File: config.mk
export PLATFORM = sky130hd
export DESIGN_NAME = roman_numeral_encoder_unit
export DESIGN_NICKNAME = d
export VERILOG_FILES = /design/src/hw/rtl/rne_pkg.sv /design/src/hw/rtl/rne_ctrl.sv /design/src/hw/rtl/rne_datapath.sv /design/src/hw/rtl/roman_numeral_encoder_unit.sv
export SDC_FILE = /design/constraint.sdc
export NUM_CORES = 1
export LEC_CHECK = 0
export BUFFER_PORTS_ARGS = -buffer_cell sky130_fd_sc_hd__buf_2
export CORE_MARGIN = 3
export CORE_UTILIZATION = 60
export DETAILED_ROUTE_END_ITERATION = 7
export GPL_ROUTABILITY_DRIVEN = 1
export PLACE_DENSITY = 0.8
export SLEW_MARGIN = 20
export SYNTH_ARGS = -nofsm -noshare
export SYNTH_HDL_FRONTEND = slang
export SYNTH_SLANG_ARGS = --single-unit
File: constraint.sdc
create_clock -name clk -period 8.81 [get_ports clk]
set_input_delay 0.881 -clock clk [delete_from_list [all_inputs] [get_ports clk]]
set_output_delay 0.881 -clock clk [all_outputs]
set_load 0.005 [all_outputs]
File: src/hw/rtl/rne_pkg.sv
// Shared types, constants and numeral symbol tables for the Roman numeral encoder.
package rne_pkg;

  localparam int VALUE_W = 16;
  localparam int REST_W  = 12;
  localparam int CHAR_W  = 8;
  localparam int NUM_SYM = 13;
  localparam int SYM_W   = $clog2(NUM_SYM);
  localparam int NULLA_LEN = 5;
  localparam int NCNT_W  = $clog2(NULLA_LEN);

  localparam logic [VALUE_W-1:0] LIMIT_HIGH = VALUE_W'(3999);

  localparam logic [CHAR_W-1:0] CH_NONE = 8'h00;
  localparam logic [CHAR_W-1:0] CH_M = 8'h4D;
  localparam logic [CHAR_W-1:0] CH_D = 8'h44;
  localparam logic [CHAR_W-1:0] CH_C = 8'h43;
  localparam logic [CHAR_W-1:0] CH_L = 8'h4C;
  localparam logic [CHAR_W-1:0] CH_X = 8'h58;
  localparam logic [CHAR_W-1:0] CH_V = 8'h56;
  localparam logic [CHAR_W-1:0] CH_I = 8'h49;
  localparam logic [CHAR_W-1:0] CH_N = 8'h4E;
  localparam logic [CHAR_W-1:0] CH_U = 8'h55;
  localparam logic [CHAR_W-1:0] CH_A = 8'h41;

  // controller -> datapath
  typedef struct packed {
    logic load;
    logic step;
  } dp_cmd_t;

  // datapath -> controller
  typedef struct packed {
    logic last_beat;
  } dp_status_t;

  function automatic logic [REST_W-1:0] sym_weight(input logic [SYM_W-1:0] idx);
    logic [REST_W-1:0] w;
    case (idx)
      4'd0:    w = REST_W'(1000);
      4'd1:    w = REST_W'(900);
      4'd2:    w = REST_W'(500);
      4'd3:    w = REST_W'(400);
      4'd4:    w = REST_W'(100);
      4'd5:    w = REST_W'(90);
      4'd6:    w = REST_W'(50);
      4'd7:    w = REST_W'(40);
      4'd8:    w = REST_W'(10);
      4'd9:    w = REST_W'(9);
      4'd10:   w = REST_W'(5);
      4'd11:   w = REST_W'(4);
      4'd12:   w = REST_W'(1);
      default: w = REST_W'(1);
    endcase
    return w;
  endfunction

  function automatic logic [CHAR_W-1:0] sym_char0(input logic [SYM_W-1:0] idx);
    logic [CHAR_W-1:0] c;
    case (idx)
      4'd0:    c = CH_M;
      4'd1:    c = CH_C;
      4'd2:    c = CH_D;
      4'd3:    c = CH_C;
      4'd4:    c = CH_C;
      4'd5:    c = CH_X;
      4'd6:    c = CH_L;
      4'd7:    c = CH_X;
      4'd8:    c = CH_X;
      4'd9:    c = CH_I;
      4'd10:   c = CH_V;
      4'd11:   c = CH_I;
      4'd12:   c = CH_I;
      default: c = CH_I;
    endcase
    return c;
  endfunction

  // second letter of a subtractive pair, CH_NONE for single letters
  function automatic logic [CHAR_W-1:0] sym_char1(input logic [SYM_W-1:0] idx);
    logic [CHAR_W-1:0] c;
    case (idx)
      4'd1:    c = CH_M;
      4'd3:    c = CH_D;
      4'd5:    c = CH_C;
      4'd7:    c = CH_L;
      4'd9:    c = CH_X;
      4'd11:   c = CH_V;
      default: c = CH_NONE;
    endcase
    return c;
  endfunction

  function automatic logic [CHAR_W-1:0] nulla_char(input logic [NCNT_W-1:0] pos);
    logic [CHAR_W-1:0] c;
    case (pos)
      3'd0:    c = CH_N;
      3'd1:    c = CH_U;
      3'd2:    c = CH_L;
      3'd3:    c = CH_L;
      default: c = CH_A;
    endcase
    return c;
  endfunction

endpackage

File: src/hw/rtl/rne_ctrl.sv
// Controller state machine: sequences load and per-character steps.
module rne_ctrl import rne_pkg::*; (
  input  logic       clk,
  input  logic       rst,
  input  logic       start,
  input  dp_status_t status,
  output dp_cmd_t    cmd,
  output logic       busy
);

  typedef enum logic [1:0] {
    S_IDLE = 2'b01,
    S_RUN  = 2'b10
  } state_t;

  state_t state, state_next;

  always_comb begin
    state_next = state;
    cmd.load   = 1'b0;
    cmd.step   = 1'b0;
    case (state)
      S_IDLE: begin
        if (start) begin
          cmd.load   = 1'b1;
          state_next = S_RUN;
        end
      end
      S_RUN: begin
        cmd.step = 1'b1;
        if (status.last_beat) state_next = S_IDLE;
      end
      default: state_next = S_IDLE;
    endcase
  end

  assign busy = (state != S_IDLE);

  always_ff @(posedge clk) begin
    if (rst) begin
      state <= S_IDLE;
    end else begin
      state <= state_next;
    end
  end

endmodule

File: src/hw/rtl/rne_datapath.sv
// Datapath: remainder, greedy symbol select, pair and NULLA tracking, output register.
module rne_datapath import rne_pkg::*; (
  input  logic               clk,
  input  logic               rst,
  input  dp_cmd_t            cmd,
  input  logic [VALUE_W-1:0] value,
  output dp_status_t         status,
  output logic               strobe,
  output logic [CHAR_W-1:0]  char_code,
  output logic               last,
  output logic               out_of_range
);

  logic [REST_W-1:0] rest;
  logic              pend;
  logic [CHAR_W-1:0] pend_char;
  logic              nulla;
  logic [NCNT_W-1:0] ncnt;
  logic              oor;

  logic [SYM_W-1:0]  sel_idx;
  logic [REST_W-1:0] sel_w;
  logic [REST_W-1:0] rest_sub;
  logic [CHAR_W-1:0] sel_c0;
  logic [CHAR_W-1:0] sel_c1;
  logic              sel_two;
  logic [CHAR_W-1:0] beat_char;
  logic              beat_last;
  logic              in_range;

  assign in_range = (value != '0) && (value <= LIMIT_HIGH);

  // largest symbol not above the remainder; table is descending
  always_comb begin
    sel_idx = SYM_W'(NUM_SYM - 1);
    for (int i = NUM_SYM - 1; i >= 0; i--) begin
      if (rest >= sym_weight(SYM_W'(i))) sel_idx = SYM_W'(i);
    end
  end

  assign sel_w    = sym_weight(sel_idx);
  assign sel_c0   = sym_char0(sel_idx);
  assign sel_c1   = sym_char1(sel_idx);
  assign sel_two  = (sel_c1 != CH_NONE);
  assign rest_sub = rest - sel_w;

  always_comb begin
    if (nulla) begin
      beat_char = nulla_char(ncnt);
      beat_last = (ncnt == NCNT_W'(NULLA_LEN - 1));
    end else if (pend) begin
      beat_char = pend_char;
      beat_last = (rest == '0);
    end else begin
      beat_char = sel_c0;
      beat_last = !sel_two && (rest_sub == '0);
    end
  end

  assign status.last_beat = beat_last;

  always_ff @(posedge clk) begin
    if (rst) begin
      pend   <= 1'b0;
      nulla  <= 1'b0;
      strobe <= 1'b0;
    end else begin
      strobe <= cmd.step;
      if (cmd.load) begin
        rest  <= value[REST_W-1:0];
        nulla <= !in_range;
        oor   <= !in_range;
        ncnt  <= '0;
        pend  <= 1'b0;
      end else if (cmd.step) begin
        if (nulla) begin
          ncnt <= ncnt + NCNT_W'(1);
        end else if (pend) begin
          pend <= 1'b0;
        end else begin
          rest      <= rest_sub;
          pend      <= sel_two;
          pend_char <= sel_c1;
        end
      end
    end
  end

  always_ff @(posedge clk) begin
    if (cmd.step) begin
      char_code    <= beat_char;
      last         <= beat_last;
      out_of_range <= oor;
    end
  end

endmodule

File: src/hw/rtl/roman_numeral_encoder_unit.sv
// Top level of the Roman numeral encoder: controller plus datapath.
//
//  channel  | beat marker        | payload
//  ---------+--------------------+--------------------------------------
//  input    | start && !busy     | value[15:0]
//  result   | strobe             | char_code[7:0], last, out_of_range
//
// Sequence: the unit takes a value while idle, then emits one character
//   per step until the last one; the per-character step of the datapath
//   (symbol compare, subtract) produces each character.
// Each result is registered and shows in the cycle after its step; the last
//   character is on the ports while busy is already low for the next value.
// Reset (rst, synchronous): controller to idle, strobe low.
// The receiver cannot stall: every strobe beat is taken as it comes.
module roman_numeral_encoder_unit import rne_pkg::*; (
  input  logic               clk,
  input  logic               rst,
  input  logic               start,
  output logic               busy,
  input  logic [VALUE_W-1:0] value,
  output logic               strobe,
  output logic [CHAR_W-1:0]  char_code,
  output logic               last,
  output logic               out_of_range
);

  dp_cmd_t    cmd;
  dp_status_t status;

  // controller only raises load while idle, which is the accept condition
  rne_ctrl u_ctrl (
    .clk    (clk),
    .rst    (rst),
    .start  (start),
    .status (status),
    .cmd    (cmd),
    .busy   (busy)
  );

  // datapath range-checks the value at load and emits one character per step
  rne_datapath u_dp (
    .clk          (clk),
    .rst          (rst),
    .cmd          (cmd),
    .value        (value),
    .status       (status),
    .strobe       (strobe),
    .char_code    (char_code),
    .last         (last),
    .out_of_range (out_of_range)
  );

endmodule

After elaboration in Yosys (flattened, before gate mapping) --
Memories as Yosys holds them, arrays and structs flattened. Cells that the tools add are included.
Operators by class: eq/ne operators 17, add/sub/neg operators 2, bitwise logic cells 4, reduce and logical (&&, ||, !) cells 19, magnitude comparators 13, muxes and demuxes 31
Operators with widths (count):
- $mux W12 | 4
- $pmux W7 S6 | 1
- $mux W4 | 8
- $ge A12 B10 Y1 const B | 2
- $ge A12 B3 Y1 const B | 2
- $ge A12 B4 Y1 const B | 2
- $ge A12 B6 Y1 const B | 2
- $ge A12 B7 Y1 const B | 2
- $ge A12 B9 Y1 const B | 2
- $logic_not A12 Y1 | 2
- $mux W3 | 6
- $le A16 B12 Y1 const B | 1
- $mux W8 | 2
- $reduce_bool A16 Y1 | 1
- $pmux W5 S3 | 1
- $sub A12 B12 Y12 | 1
- $eq A4 B3 Y1 const B | 2
- $eq A4 B4 Y1 const B | 2
- $ne A2 B2 Y1 const B | 4
- $reduce_bool A8 Y1 | 1
- $eq A3 B2 Y1 const B | 2
- $mux W1 | 6
- $reduce_and A2 Y1 | 3
- $reduce_and A5 Y1 | 1
- other kinds (18) | 26
Storage, ports and cells: output and inout port bits 12, bits in read-only memories 240, bits of input ports 19, flip-flop bits (word level) 39, memories kept 2, word-level logic and storage cells 99
Memories:
- (no name shown) | words 16, bits a word 10, read ports 1, clocked after memory_dff 0, wr ports 0, RTL line rne_pkg.sv:39 | case (idx)
- (no name shown) | words 16, bits a word 5, read ports 1, clocked after memory_dff 0, wr ports 0, RTL line rne_pkg.sv:60 | case (idx)

Logic depth before layout (Yosys ltp) --
Gate-level depths: netlist of the first run.
depth after elaboration 22, depth in mapped cells 19, mapped depth without buffers 18

Modules after synthesis --
Synthesis of the first run repeated with hierarchy kept, for this count alone.
Second synthesis, totals: cell total of the unflattened synthesis 298, area total of the unflattened synthesis 2752.6 sq um
Modules (own cells, without submodules):
- rne_datapath | area an instance 2666.3 sq um, instances 1, seq. area each 960.9 sq um, cells each 290
- rne_ctrl | area an instance 86.3 sq um, instances 1, seq. area each 40.0 sq um, cells each 8

Least setup slack after synthesis of the first run --
No wires, ideal clock.
path type reg-to-reg, start reg u_dp.rest[6], end reg u_ctrl.state[1], required time 8690 ps, arrival time 4350 ps, setup time 120 ps, cell stages (with the launch flop) 18, slack 4340 ps, buffers on the path 0, clock period less this slack 4470 ps, cells stage by stage edfxtp_1 -> or3_4 -> nor3_4 -> o21ai_0 -> a221oi_1 -> inv_1 -> ha_1 -> nor2_1 -> nor2_1 -> ha_1 -> fa_1 -> nor2b_1 -> o31a_1 -> xor2_1 -> a2111oi_4 -> o2111ai_1 -> or4_4 -> a211o_1
On the way: word-level cells in the longest chain between the ends 22, elaborated cells on any way between the ends 42, classes of those cells add/sub (1); order compare (12); eq/ne (7); mux (15); reduce/logical (6); memory (1)
Ends and longest elaborated chain:
- start: declaration | RTL line rne_datapath.sv:14 | logic [REST_W-1:0] rest;
- start signal: assignment | RTL line rne_datapath.sv:70 | rest <= value[REST_W-1:0];
- start signal: assignment | RTL line rne_datapath.sv:81 | rest <= rest_sub;
- parallel branches: the longest is 18 deep, another holds $ge A12 B3 Y1
- $mux W1 (*) | RTL line rne_datapath.sv:51 | end else if (pend) begin
- $mux W1 (*) | RTL line rne_datapath.sv:48 | if (nulla) begin
- $ne A2 B2 Y1 (no source line) (*)
- $reduce_and A2 Y1 (no source line) (*)
- end signal: assignment | RTL line rne_ctrl.sv:43 | state <= state_next;
- end: declaration | RTL line rne_ctrl.sv:16 | state_t state, state_next;
Mark *: on every way between the ends. A chain may end at the register's enable or synchronous reset.

Worst setup path in the final report of the first run --
start reg u_dp.rest[10], end reg u_ctrl.state[1]
Same word-level chain as after synthesis.

==> results.tsv, run 1 <==
stage	metric	value	unit
global_routing	grt_pass1_vias	2338	
synth	avgSynthCellArea	8.766	um2
worst_setup_path	crit_required	9000	ps
layout	n_antenna_cell	0	
worst_setup_path	crit_start	u_dp.rest[10]	
sta	finalSetupViolCount	0	
clocking	cts_max_level	2	
job	maxCapViolations	0	
worst_setup_path	r2r_slack	3840	ps
worst_setup_path	worstSetupPathDepth	17	
sta	layout_min_cycle_time	4970	ps
sta	hold_violations	0	
worst_setup_path	timing.rr.start	u_dp.rest[10]	
sta	maxSlewViolCount	0	
worst_setup_path	end_kind	flop	
layout	seq_area	1001	um2
clocking	cts_resized	0	
power_and_ir_drop	leakagePower	1.253	nW
sta	slew_headroom	36.44	%
synth	yosys.cell_types.count	62	
floorplan	fp-row-count	24	
clocking	cts_buffers	5	
sta	rsz0062_at_grt	no	
layout	drive_above_1_share	15.25	%
detailed_routing	detail_route.first_pass.iterations	5	
floorplan	die_height	73.73	um
worst_setup_path	crit_arrival	5160	ps
detailed_routing	viasPerCell	6.415	
worst_setup_path	cp_max_fo	6	
synth	synth_top_area_share	32.73	%
synth	yosysMostFrequentCell	nand2_1	
global_routing	antenna_found_initial	0	
synth	synth_edf_count	30	
synth	ys_ff_latch	35	
worst_setup_path	start_kind	flop	
sta	timing.setup.tns	0	ps
synth	synth.area.top_cells	edfxtp_1, ha_1, nand2_1	
clocking	ctsLongestPathBuffers	2	
hold_path	holdCritPathClass	reg2reg	
power_and_ir_drop	powerDensity	177.1	nW/um2
detailed_routing	avgRoutedWirePerCell	16.95	um
synth	yosysTopAreaCell	edfxtp_1	
worst_setup_path	critPathSlowestCell	or4_1	
outcome	status	finished, final reports clean	
floorplan	start_util	62.79	%
layout	multi_input_area	1642	um2
place	gp_congestion	0.9280	
floorplan	core-area	4384	um2
synth	syn-cell-area	2753	um2
synth	yosysSeqAreaShare	36.36	%
sta	clock_skew	3.578	ps
clocking	cts_tree	yes	
worst_setup_path	rr_endpoint	u_ctrl.state[1]	
global_routing	grt_pass1_wl	10960	um
detailed_routing	dr.first_iter.drc_count	236	
global_routing	grt_max_degree	19	
detailed_routing	vias	2521	
worst_setup_path	worst_r2r_path_depth	17	
sta	fmax	0.2012	GHz
layout	finalNetCount	380	
synth	synth-async-reset-ratio	0	%
worst_setup_path	worstSetupEndpoint	u_ctrl.state[1]	
layout	nFillCells	346	
detailed_routing	routed_wl	6660	um
detailed_routing	ant_nets	0	
clocking	cts_setup_buffers	0	
power_and_ir_drop	power.total	0.0005368	W
global_routing	grt_util_all_layers	26.58	%
worst_setup_path	path_delay_family	simple AND/OR/NAND/NOR gates	
synth	syn_inst	314	
sta	worst_pin_slew	951.4	ps
clocking	clkTransAtPathRegs	80	ps
floorplan	dieArea	5436	um2
place	io_buffers	28	
sta	period_share	56.42	%
worst_setup_path	path_buf_inv	2	
global_routing	grt.overflow.total	0	
worst_setup_path	path_class	reg2reg	
place	dp_hpwl	4951	um
clocking	worstSkewPairLatency	300	ps
clocking	ctsHoldBuffers	0	
clocking	cts_root_buf	clkbuf_8	
synth	synthTopCellsByCount	nand2_1, nor2_1, edfxtp_1	
floorplan	die_x	73.73	um
synth	ys.flop_type	edfxtp_1	
worst_setup_path	crit_path_cell_trace	or2_1 > or4_1 > nor3_2 > a221oi_1 > inv_1 > ha_1 > nand2_1 > o21ai_0 > inv_1 > ha_1 > nor2_1 > a211oi_1 > o21a_1 > o41ai_1 > o41ai_1 > or4_4 > a211o_1	
worst_setup_path	crit_path_max_incr_delay	550	ps
layout	area_growth	10.14	%
clocking	clock-sinks	35	
power_and_ir_drop	peakVddDrop	128.4	uV
floorplan	io_pins	31	
detailed_routing	drc	0	
synth	yosys_warnings	0	
sta	holdWs	446.0	ps
==> stage by stage <==
stage / util [%] / setup slack (ps) / std cells / instance area [um2]
after detailed placement: 66.52 / 3909 / 385 / 2917
after global placement: 66.52 / 3972 / 385 / 2917
after CTS: 69.09 / 3889 / 393 / 3029
after floorplan: - / 4340 / 315 / 2756
final: 69.15 / 3840 / 393 / 3032
after global routing: 69.15 / 3461 / 393 / 3032
==> power breakdown <==
part           internal, W  leakage [nW]  switching, W
Sequential        0.000196         0.322     0.0000143
Clock            0.0000843        0.0581     0.0000653
Combinational    0.0000672         0.873      0.000109
==> worst reg2reg max path, delay by kind of cell, from the launching register on <==
kind,cells,cell delay [ps]
DFF,1,440
AOI/OAI and AO/OA,7,1620
buffers and inverters,2,240
and+or+nand+nor,6,2170
adders and majority gates,2,400
==> placed cells by master (no fill, tap or decap), types with 4 or more instances in the layout <==
master / synthesis / layout
nor2b_1: 10 / 10
nand4_1: 4 / 4
and2_1: 4 / 4
dfxtp_1: 5 / 5
xor2_1: 5 / 5
nand2b_1: 6 / 6
nand3_1: 7 / 7
nor2_1: 38 / 37
clkbuf_8: 0 / 5
nand2_1: 41 / 41
or3_1: 4 / 4
buf_2: 0 / 28
nor3_1: 9 / 9
o31ai_1: 5 / 5
o21ai_0: 18 / 18
nor4_1: 4 / 4
inv_1: 19 / 19
edfxtp_1: 30 / 30
a21oi_1: 11 / 11
ha_1: 20 / 20
==> cells by family (layout without fill, tap and decap cells) <==
logic type,after synthesis,in the layout,share of synthesized area (%)
buffers and inverters,29,55,4.227
DFF,35,35,36.36
xor gates and xnor gates,5,5,1.591
other,1,2,0.1362
and+or+nand+nor,147,147,27.55
muxes,1,1,0.4091
adders and majority gates,21,21,9.818
AOI/OAI and AO/OA,75,75,19.91
==> metal layers <==
metal | routed length [um] | global-route usage (%) | vias to the layer above
li1 | - | - | 1211
met1 | 2931 | 35.40 | 1162
met2 | 3107 | 42.22 | 130
met3 | 451 | 4.925 | 18
met4 | 169 | 11.07 | 0
met5 | 0 | 0 | -
==> worst min path at each step <==
| stage | endpoint | slack [ps] | startpoint | depth (start not counted) |
|---|---|---|---|---|
| 5_1_grt | u_dp.out_of_range | 480 | u_dp.oor | 0 |
| 3_3_place_gp | u_dp.out_of_range | 400 | u_dp.oor | 0 |
| 3_5_place_dp | u_dp.out_of_range | 430 | u_dp.oor | 0 |
| 2_1_floorplan | u_dp.out_of_range | 400 | u_dp.oor | 0 |
| 4_1_cts | u_dp.out_of_range | 450 | u_dp.oor | 0 |
| 6_report | u_dp.out_of_range | 450 | u_dp.oor | 0 |
==> area by class of cell <==
class                      count  share of cell area [%]
clock buffer                   5                   2.270
tap                           52                   2.146
sequential                    35                   33.02
multi-input combinational    251                   54.15
timing repair buffer          28                   4.622
clock inverter                 3                   1.444
inverter                      19                   2.352
==> state kept, by name (all words and copies together) (netlist names) <==
register	cells
u_dp.pend	1
u_dp.last	1
u_dp.strobe	1
u_dp.out_of_range	1
u_ctrl.state	2
u_dp.char_code	6
u_dp.rest	12
u_dp.pend_char	6
u_dp.ncnt	3
u_dp.nulla	1
u_dp.oor	1
(Power assumes the default switching activity.)
==> inputs of run 2 (changes only) <==
--- a/config.mk
+++ b/config.mk
@@ -7,10 +7,10 @@
 export LEC_CHECK = 0
 export BUFFER_PORTS_ARGS = -buffer_cell sky130_fd_sc_hd__buf_2
 export CORE_MARGIN = 3
-export CORE_UTILIZATION = 60
+export CORE_UTILIZATION = 59
 export DETAILED_ROUTE_END_ITERATION = 7
 export GPL_ROUTABILITY_DRIVEN = 1
-export PLACE_DENSITY = 0.8
+export PLACE_DENSITY = 0.79
 export SLEW_MARGIN = 20
 export SYNTH_ARGS = -nofsm -noshare
 export SYNTH_HDL_FRONTEND = slang
==> constraint.sdc (replaced) <==
create_clock -name clk -period 5.2 [get_ports clk]
set_input_delay 0.52 -clock clk [delete_from_list [all_inputs] [get_ports clk]]
set_output_delay 0.52 -clock clk [all_outputs]
set_load 0.005 [all_outputs]
==> run 2 against run 1 <==
Cell count up 1.8%. Clock skew up 4.5 ps. Critical path depth unchanged. Highest routed layer unchanged.
==> results.tsv, run 2 (synthesis results as in run 1) <==
stage	metric	value	unit
worst_setup_path	path_class	reg2reg	
layout	n_antenna_cell	0	
floorplan	core-area	4444	um2
clocking	cts_buffers	5	
layout	nFillCells	340	
floorplan	die_x	74.31	um
global_routing	grt_pass1_vias	2218	
global_routing	grt.overflow.total	0	
floorplan	io_pins	31	
sta	hold_violations	0	
worst_setup_path	cp_max_fo	5	
sta	maxSlewViolCount	0	
worst_setup_path	worst_r2r_path_depth	17	
worst_setup_path	rr_endpoint	u_ctrl.state[1]	
sta	timing.setup.tns	0	ps
power_and_ir_drop	p_switching	0.0003221	W
global_routing	grt_max_degree	19	
power_and_ir_drop	clockPowerShare	27.3	%
clocking	clkTransAtPathRegs	70	ps
hold_path	holdCritPathClass	reg2reg	
layout	drive_above_1_share	17.82	%
sta	fmax	0.2060	GHz
worst_setup_path	timing.rr.start	u_dp.rest[10]	
sta	layout_min_cycle_time	4855	ps
sta	worst_pin_slew	859.1	ps
sta	finalSetupViolCount	0	
power_and_ir_drop	power.total	0.0009187	W
power_and_ir_drop	seq_power_share	38.6	%
detailed_routing	avgRoutedWirePerCell	16.96	um
clocking	cts_root_buf	clkbuf_8	
hold_path	hp-start	u_dp.oor	
worst_setup_path	end_kind	flop	
clocking	ctsLongestPathBuffers	2	
power_and_ir_drop	sw_frac_of_total	35.06	%
worst_setup_path	crit_arrival	5040	ps
outcome	status	finished, final reports clean	
detailed_routing	ant_nets	0	
sta	setup_slack	345.2	ps
layout	top_register	u_dp.rest	
layout	finalNetCount	387	
layout	final_common_cell	nand2_1	
place	dp_hpwl	5125	um
place	place_ws	248.4	ps
floorplan	fp-row-count	24	
hold_path	hold_depth	0	
clocking	worstSkewPairLatency	300	ps
global_routing	grt_pass1_wl	10780	um
power_and_ir_drop	powerDensity	295.4	nW/um2
power_and_ir_drop	peakVddDrop	195.8	uV
place	dp_cells	387	
global_routing	antenna_found_initial	0	
sta	slew_headroom	42.61	%
floorplan	die_height	74.31	um
sta	clock_skew	8.068	ps
clocking	clock-sinks	35	
worst_setup_path	r2r_slack	350	ps
floorplan	dieArea	5521	um2
layout	final_cell_mix	nand2_1, nor2_1, edfxtp_1, buf_2, ha_1	
power_and_ir_drop	power_frac_comb	34.1	%
layout	stdcell_count	400	
detailed_routing	vias	2514	
detailed_routing	viasPerCell	6.285	
hold_path	holdPathEnd	u_dp.out_of_range	
sta	rsz0062_at_grt	no	
detailed_routing	drc	0	
detailed_routing	dr.first_iter.drc_count	262	
detailed_routing	routed_wl	6784	um
clocking	ctsHoldBuffers	0	
power_and_ir_drop	leakagePower	1.293	nW
clocking	cts_tree	yes	
layout	fin_util	69.99	%
floorplan	start_util	61.94	%
job	maxCapViolations	0	
worst_setup_path	start_kind	flop	
sta	period_share	93.36	%
power_and_ir_drop	p_int	0.0005966	W
place	gp_congestion	0.9568	
global_routing	grt_util_all_layers	25.78	%
worst_setup_path	crit_required	5390	ps
layout	top_regs	u_dp.rest: 12 flops, u_dp.char_code: 6 flops, u_dp.pend_char: 6 flops	
detailed_routing	detail_route.first_pass.iterations	5	
layout	largest_register_ffs	12	
clocking	cts_max_level	2	
layout	area_growth	13.00	%
place	io_buffers	28	
-- run 2: final cells by class --
class / instances / area [um2] / area share, %
well taps: 52 / 65.06 / 2.092
clock inverters: 3 / 43.79 / 1.408
inverters: 19 / 71.32 / 2.293
repair buffers: 35 / 192.7 / 6.195
multi-input cells: 251 / 1668 / 53.62
flip-flops and latches: 35 / 1001 / 32.18
clock buffers: 5 / 68.82 / 2.212
-- run 2: power by group through the flow --
stage          Combinational (W)  Clock (W)  Sequential, W
6_report                0.000313   0.000251       0.000355
5_1_grt                 0.000343   0.000263       0.000357
4_1_cts                 0.000297   0.000251       0.000355
3_5_place_dp            0.000293          0       0.000362
3_3_place_gp            0.000291          0       0.000360
2_1_floorplan           0.000229          0       0.000351
-- run 2: layer usage --
| metal | GRT usage [%] | wire, um |
|---|---|---|
| met4 | 8.893 | 83 |
| met2 | 40.06 | 3188 |
| met1 | 36.08 | 3057 |
| met5 | 0 | 0 |
| met3 | 5.270 | 454 |
-- run 2: how the worst max path moves through the flow --
| stage | slack (ps) | end | depth (start not counted) | startpoint |
|---|---|---|---|---|
| after floorplan | 730 | u_ctrl.state[1] | 17 | u_dp.rest[6] |
| after global placement | 380 | u_ctrl.state[1] | 17 | u_dp.rest[6] |
| after detailed placement | 250 | u_ctrl.state[1] | 17 | u_dp.rest[6] |
| after CTS | 190 | u_ctrl.state[1] | 17 | u_dp.rest[6] |
| after global routing | 2 | u_ctrl.state[1] | 17 | u_dp.rest[10] |
| final | 350 | u_ctrl.state[1] | 17 | u_dp.rest[10] |
-- run 2: timing repair --
action / 4_1_cts / 5_1_grt
resized for setup: 0 / 5
setup buffers: 0 / 5
setup endpoints to repair: 0 / 3
hold endpoints to repair: 0 / 0
-- run 2: stage by stage --
stage / cell area (um2) / hold slack [ps]
floorplan: 2756 / 400.3
global route: 3110 / 429.7
global placement: 2932 / 402.2
finish: 3110 / 429.0
detailed placement: 2932 / 412.0
CTS: 3044 / 429.3
-- run 2: critical path, cell delays in order (launching register included) --
cell and delay, ps:
edfxtp_1 450, or2_1 340, nor4_4 300, nand3_1 270
a221oi_4 370, inv_1 130, ha_1 340, nor2_1 130
nor2_1 70, ha_1 230, fa_1 420, nor2b_1 180
o2111ai_1 150, and3_1 230, nor3b_1 270, o2111ai_1 160
or4_4 450, a211o_1 260
==> inputs of run 3 (changes only) <==
--- a/config.mk
+++ b/config.mk
@@ -5,12 +5,14 @@
 export SDC_FILE = /design/constraint.sdc
 export NUM_CORES = 1
 export LEC_CHECK = 0
+export ABC_AREA = 1
 export BUFFER_PORTS_ARGS = -buffer_cell sky130_fd_sc_hd__buf_2
 export CORE_MARGIN = 3
 export CORE_UTILIZATION = 59
 export DETAILED_ROUTE_END_ITERATION = 7
 export GPL_ROUTABILITY_DRIVEN = 1
 export PLACE_DENSITY = 0.79
+export RECOVER_POWER = 100
 export SLEW_MARGIN = 20
 export SYNTH_ARGS = -nofsm -noshare
 export SYNTH_HDL_FRONTEND = slang
==> run 3 against run 2 <==
Worst setup slack better by 380 ps. Combinational power is 24% lower. Wire length is 10% lower. Sequential power is 3% lower. Register-to-register slack better by 380 ps. Clock power is 4% lower. Core utilization is 1.3 points lower. Synthesized area is 1.5% higher. Final area is 1.2% lower. Clock skew hardly changed. Die area is 1.3% higher. Flip-flop and latch count stayed put.
==> results.tsv, run 3 <==
stage	metric	value	unit
outcome	status	finished, final reports clean	
job	maxCapViolations	0	
clocking	worstSkewPairLatency	290	ps
layout	drive_above_1_share	11.76	%
floorplan	fp-row-count	24	
floorplan	start_util	62.42	%
sta	layout_min_cycle_time	4476	ps
synth	syn_inst	374	
floorplan	core-area	4474	um2
clocking	ctsHoldBuffers	0	
synth	ys_ff_latch	35	
detailed_routing	viasPerCell	5.383	
floorplan	die_x	74.80	um
power_and_ir_drop	leakagePower	1.519	nW
synth	synth_edf_count	30	
synth	avgSynthCellArea	7.467	um2
clocking	clkTransAtPathRegs	70	ps
clocking	clock-sinks	35	
synth	synth.area.top_cells	edfxtp_1, nand2_1, inv_1	
sta	timing.setup.tns	0	ps
clocking	ctsLongestPathBuffers	2	
worst_setup_path	crit_path_max_incr_delay	500	ps
layout	area_growth	10.04	%
sta	rsz0062_at_grt	no	
sta	fmax	0.2234	GHz
detailed_routing	avgRoutedWirePerCell	13.26	um
detailed_routing	detail_route.first_pass.iterations	5	
floorplan	die_height	74.80	um
worst_setup_path	start_kind	flop	
global_routing	use_met2	41.27	%
synth	ys.flop_type	edfxtp_1	
clocking	cts_buffers	5	
detailed_routing	drc	0	
synth	synth-async-reset-ratio	0	%
detailed_routing	routed_wl	6098	um
power_and_ir_drop	powerDensity	268.0	nW/um2
worst_setup_path	end_kind	flop	
sta	worst_pin_slew	911.0	ps
global_routing	grt.overflow.total	0	
floorplan	dieArea	5595	um2
layout	top_register	u_dp.rest	
detailed_routing	dr.first_iter.drc_count	175	
global_routing	grt_max_degree	17	
clocking	cts_max_level	2	
global_routing	grtUsageMet3	3.338	%
hold_path	holdCritPathClass	reg2reg	
global_routing	grt_pass1_wl	10230	um
global_routing	antenna_found_initial	0	
floorplan	io_pins	31	
sta	slew_headroom	39.04	%
place	dp_hpwl	4869	um
detailed_routing	vias	2476	
clocking	cts_setup_buffers	0	
worst_setup_path	cp_max_fo	9	
worst_setup_path	cp_common_cell	nand2_1	
layout	largest_register_ffs	12	
clocking	cts_root_buf	clkbuf_8	
worst_setup_path	path_class	reg2reg	
sta	period_share	86.09	%
layout	top_regs	u_dp.rest: 12 flops, u_dp.char_code: 6 flops, u_dp.pend_char: 6 flops	
clocking	cts_resized	0	
synth	yosys.cell_types.count	43	
power_and_ir_drop	peakVddDrop	168.1	uV
global_routing	met1_usage	30.21	%
synth	yosysTopAreaCell	edfxtp_1	
sta	finalSetupViolCount	0	
layout	nFillCells	362	
synth	synth_top_area_share	32.26	%
synth	synthTopCellsByCount	nand2_1, inv_1, edfxtp_1	
synth	yosysMostFrequentCell	nand2_1	
global_routing	grt_pass1_vias	2336	
synth	syn-cell-area	2793	um2
worst_setup_path	crit_required	5380	ps
sta	clock_skew	7.975	ps
worst_setup_path	crit_arrival	4660	ps
layout	final_cell_mix	nand2_1, inv_1, edfxtp_1, nor2_1, o21ai_0	
synth	yosysSeqAreaShare	35.84	%
layout	finalNetCount	447	
detailed_routing	ant_nets	0	
power_and_ir_drop	power.total	0.0008235	W
sta	hold_violations	0	
sta	maxSlewViolCount	0	
place	io_buffers	28	
global_routing	grt_busiest_layer	met2	
layout	n_antenna_cell	0	
clocking	cts_tree	yes	
worst_setup_path	critPathSlowestCell	edfxtp_1	
place	gp_congestion	0.9375	
layout	final_common_cell	nand2_1	
synth	yosys_warnings	0	
global_routing	grt_util_all_layers	23.57	%
[run 3: stage by stage]
stage | cells | instance area (um2) | hold slack (ps) | setup slack [ps] | util [%]
6_report | 460 | 3073 | 441.6 | 723.6 | 68.68
4_1_cts | 460 | 3099 | 446.1 | 948.4 | 69.27
5_1_grt | 460 | 3073 | 462.7 | 206.6 | 68.68
3_3_place_gp | 452 | 2987 | 415.6 | 1094 | 66.75
3_5_place_dp | 452 | 2987 | 421.8 | 975.2 | 66.75
2_1_floorplan | 375 | 2796 | 400.3 | 1470 | -
[run 3: kinds of logic after synthesis]
kind of cell               count (synthesis)  synth area share (%)
xor gates and xnor gates                   7                 2.195
adders and majority gates                 21                 9.677
DFF                                       35                 35.84
and+or+nand+nor                          171                 28.14
AOI/OAI and AO/OA                         62                 13.40
buffers and inverters                     77                 10.62
other                                      1                0.1343
[run 3: path summary, 6_finish.rpt]
path              slack (ps)         start                end  cells after the start
setup / recovery         720  u_dp.rest[8]    u_ctrl.state[1]                     28
hold reg to reg          440      u_dp.oor  u_dp.out_of_range                      0
setup reg to reg         720  u_dp.rest[8]    u_ctrl.state[1]                     28
hold / removal           440      u_dp.oor  u_dp.out_of_range                      0
[run 3: layout make-up]
type                    count  area, um2  share of cell area (%)
clock buffers               5      68.82                   2.239
clock inverters             3      43.79                   1.425
inverters                  73      274.0                   8.917
multi-input cells         263       1484                   48.29
flip-flops and latches     35       1001                   32.57
well taps                  52      65.06                   2.117
repair buffers             29      136.4                   4.438
[run 3: critical path: cells and delay by family (launching register included)]
kind | cells | cell delay [ps]
AO/OA/AOI/OAI | 3 | 800
XOR/XNOR | 1 | 210
adder cells (fa/ha/maj) | 2 | 590
buffers and inverters | 2 | 210
flip-flops | 1 | 500
AND/OR/NAND/NOR | 20 | 2060
[run 3: report_power, final]
| group | total, W | internal [W] | switching (W) |
|---|---|---|---|
| Sequential | 0.000344 | 0.000329 | 0.0000142 |
| Combinational | 0.000238 | 0.0000822 | 0.000156 |
| Clock | 0.000242 | 0.000143 | 0.0000992 |
[run 3: metal layers]
metal | vias up | wire (um)
met4 | 0 | 97
li1 | 1276 | -
met2 | 83 | 2925
met3 | 16 | 312
met5 | - | 0
met1 | 1101 | 2762
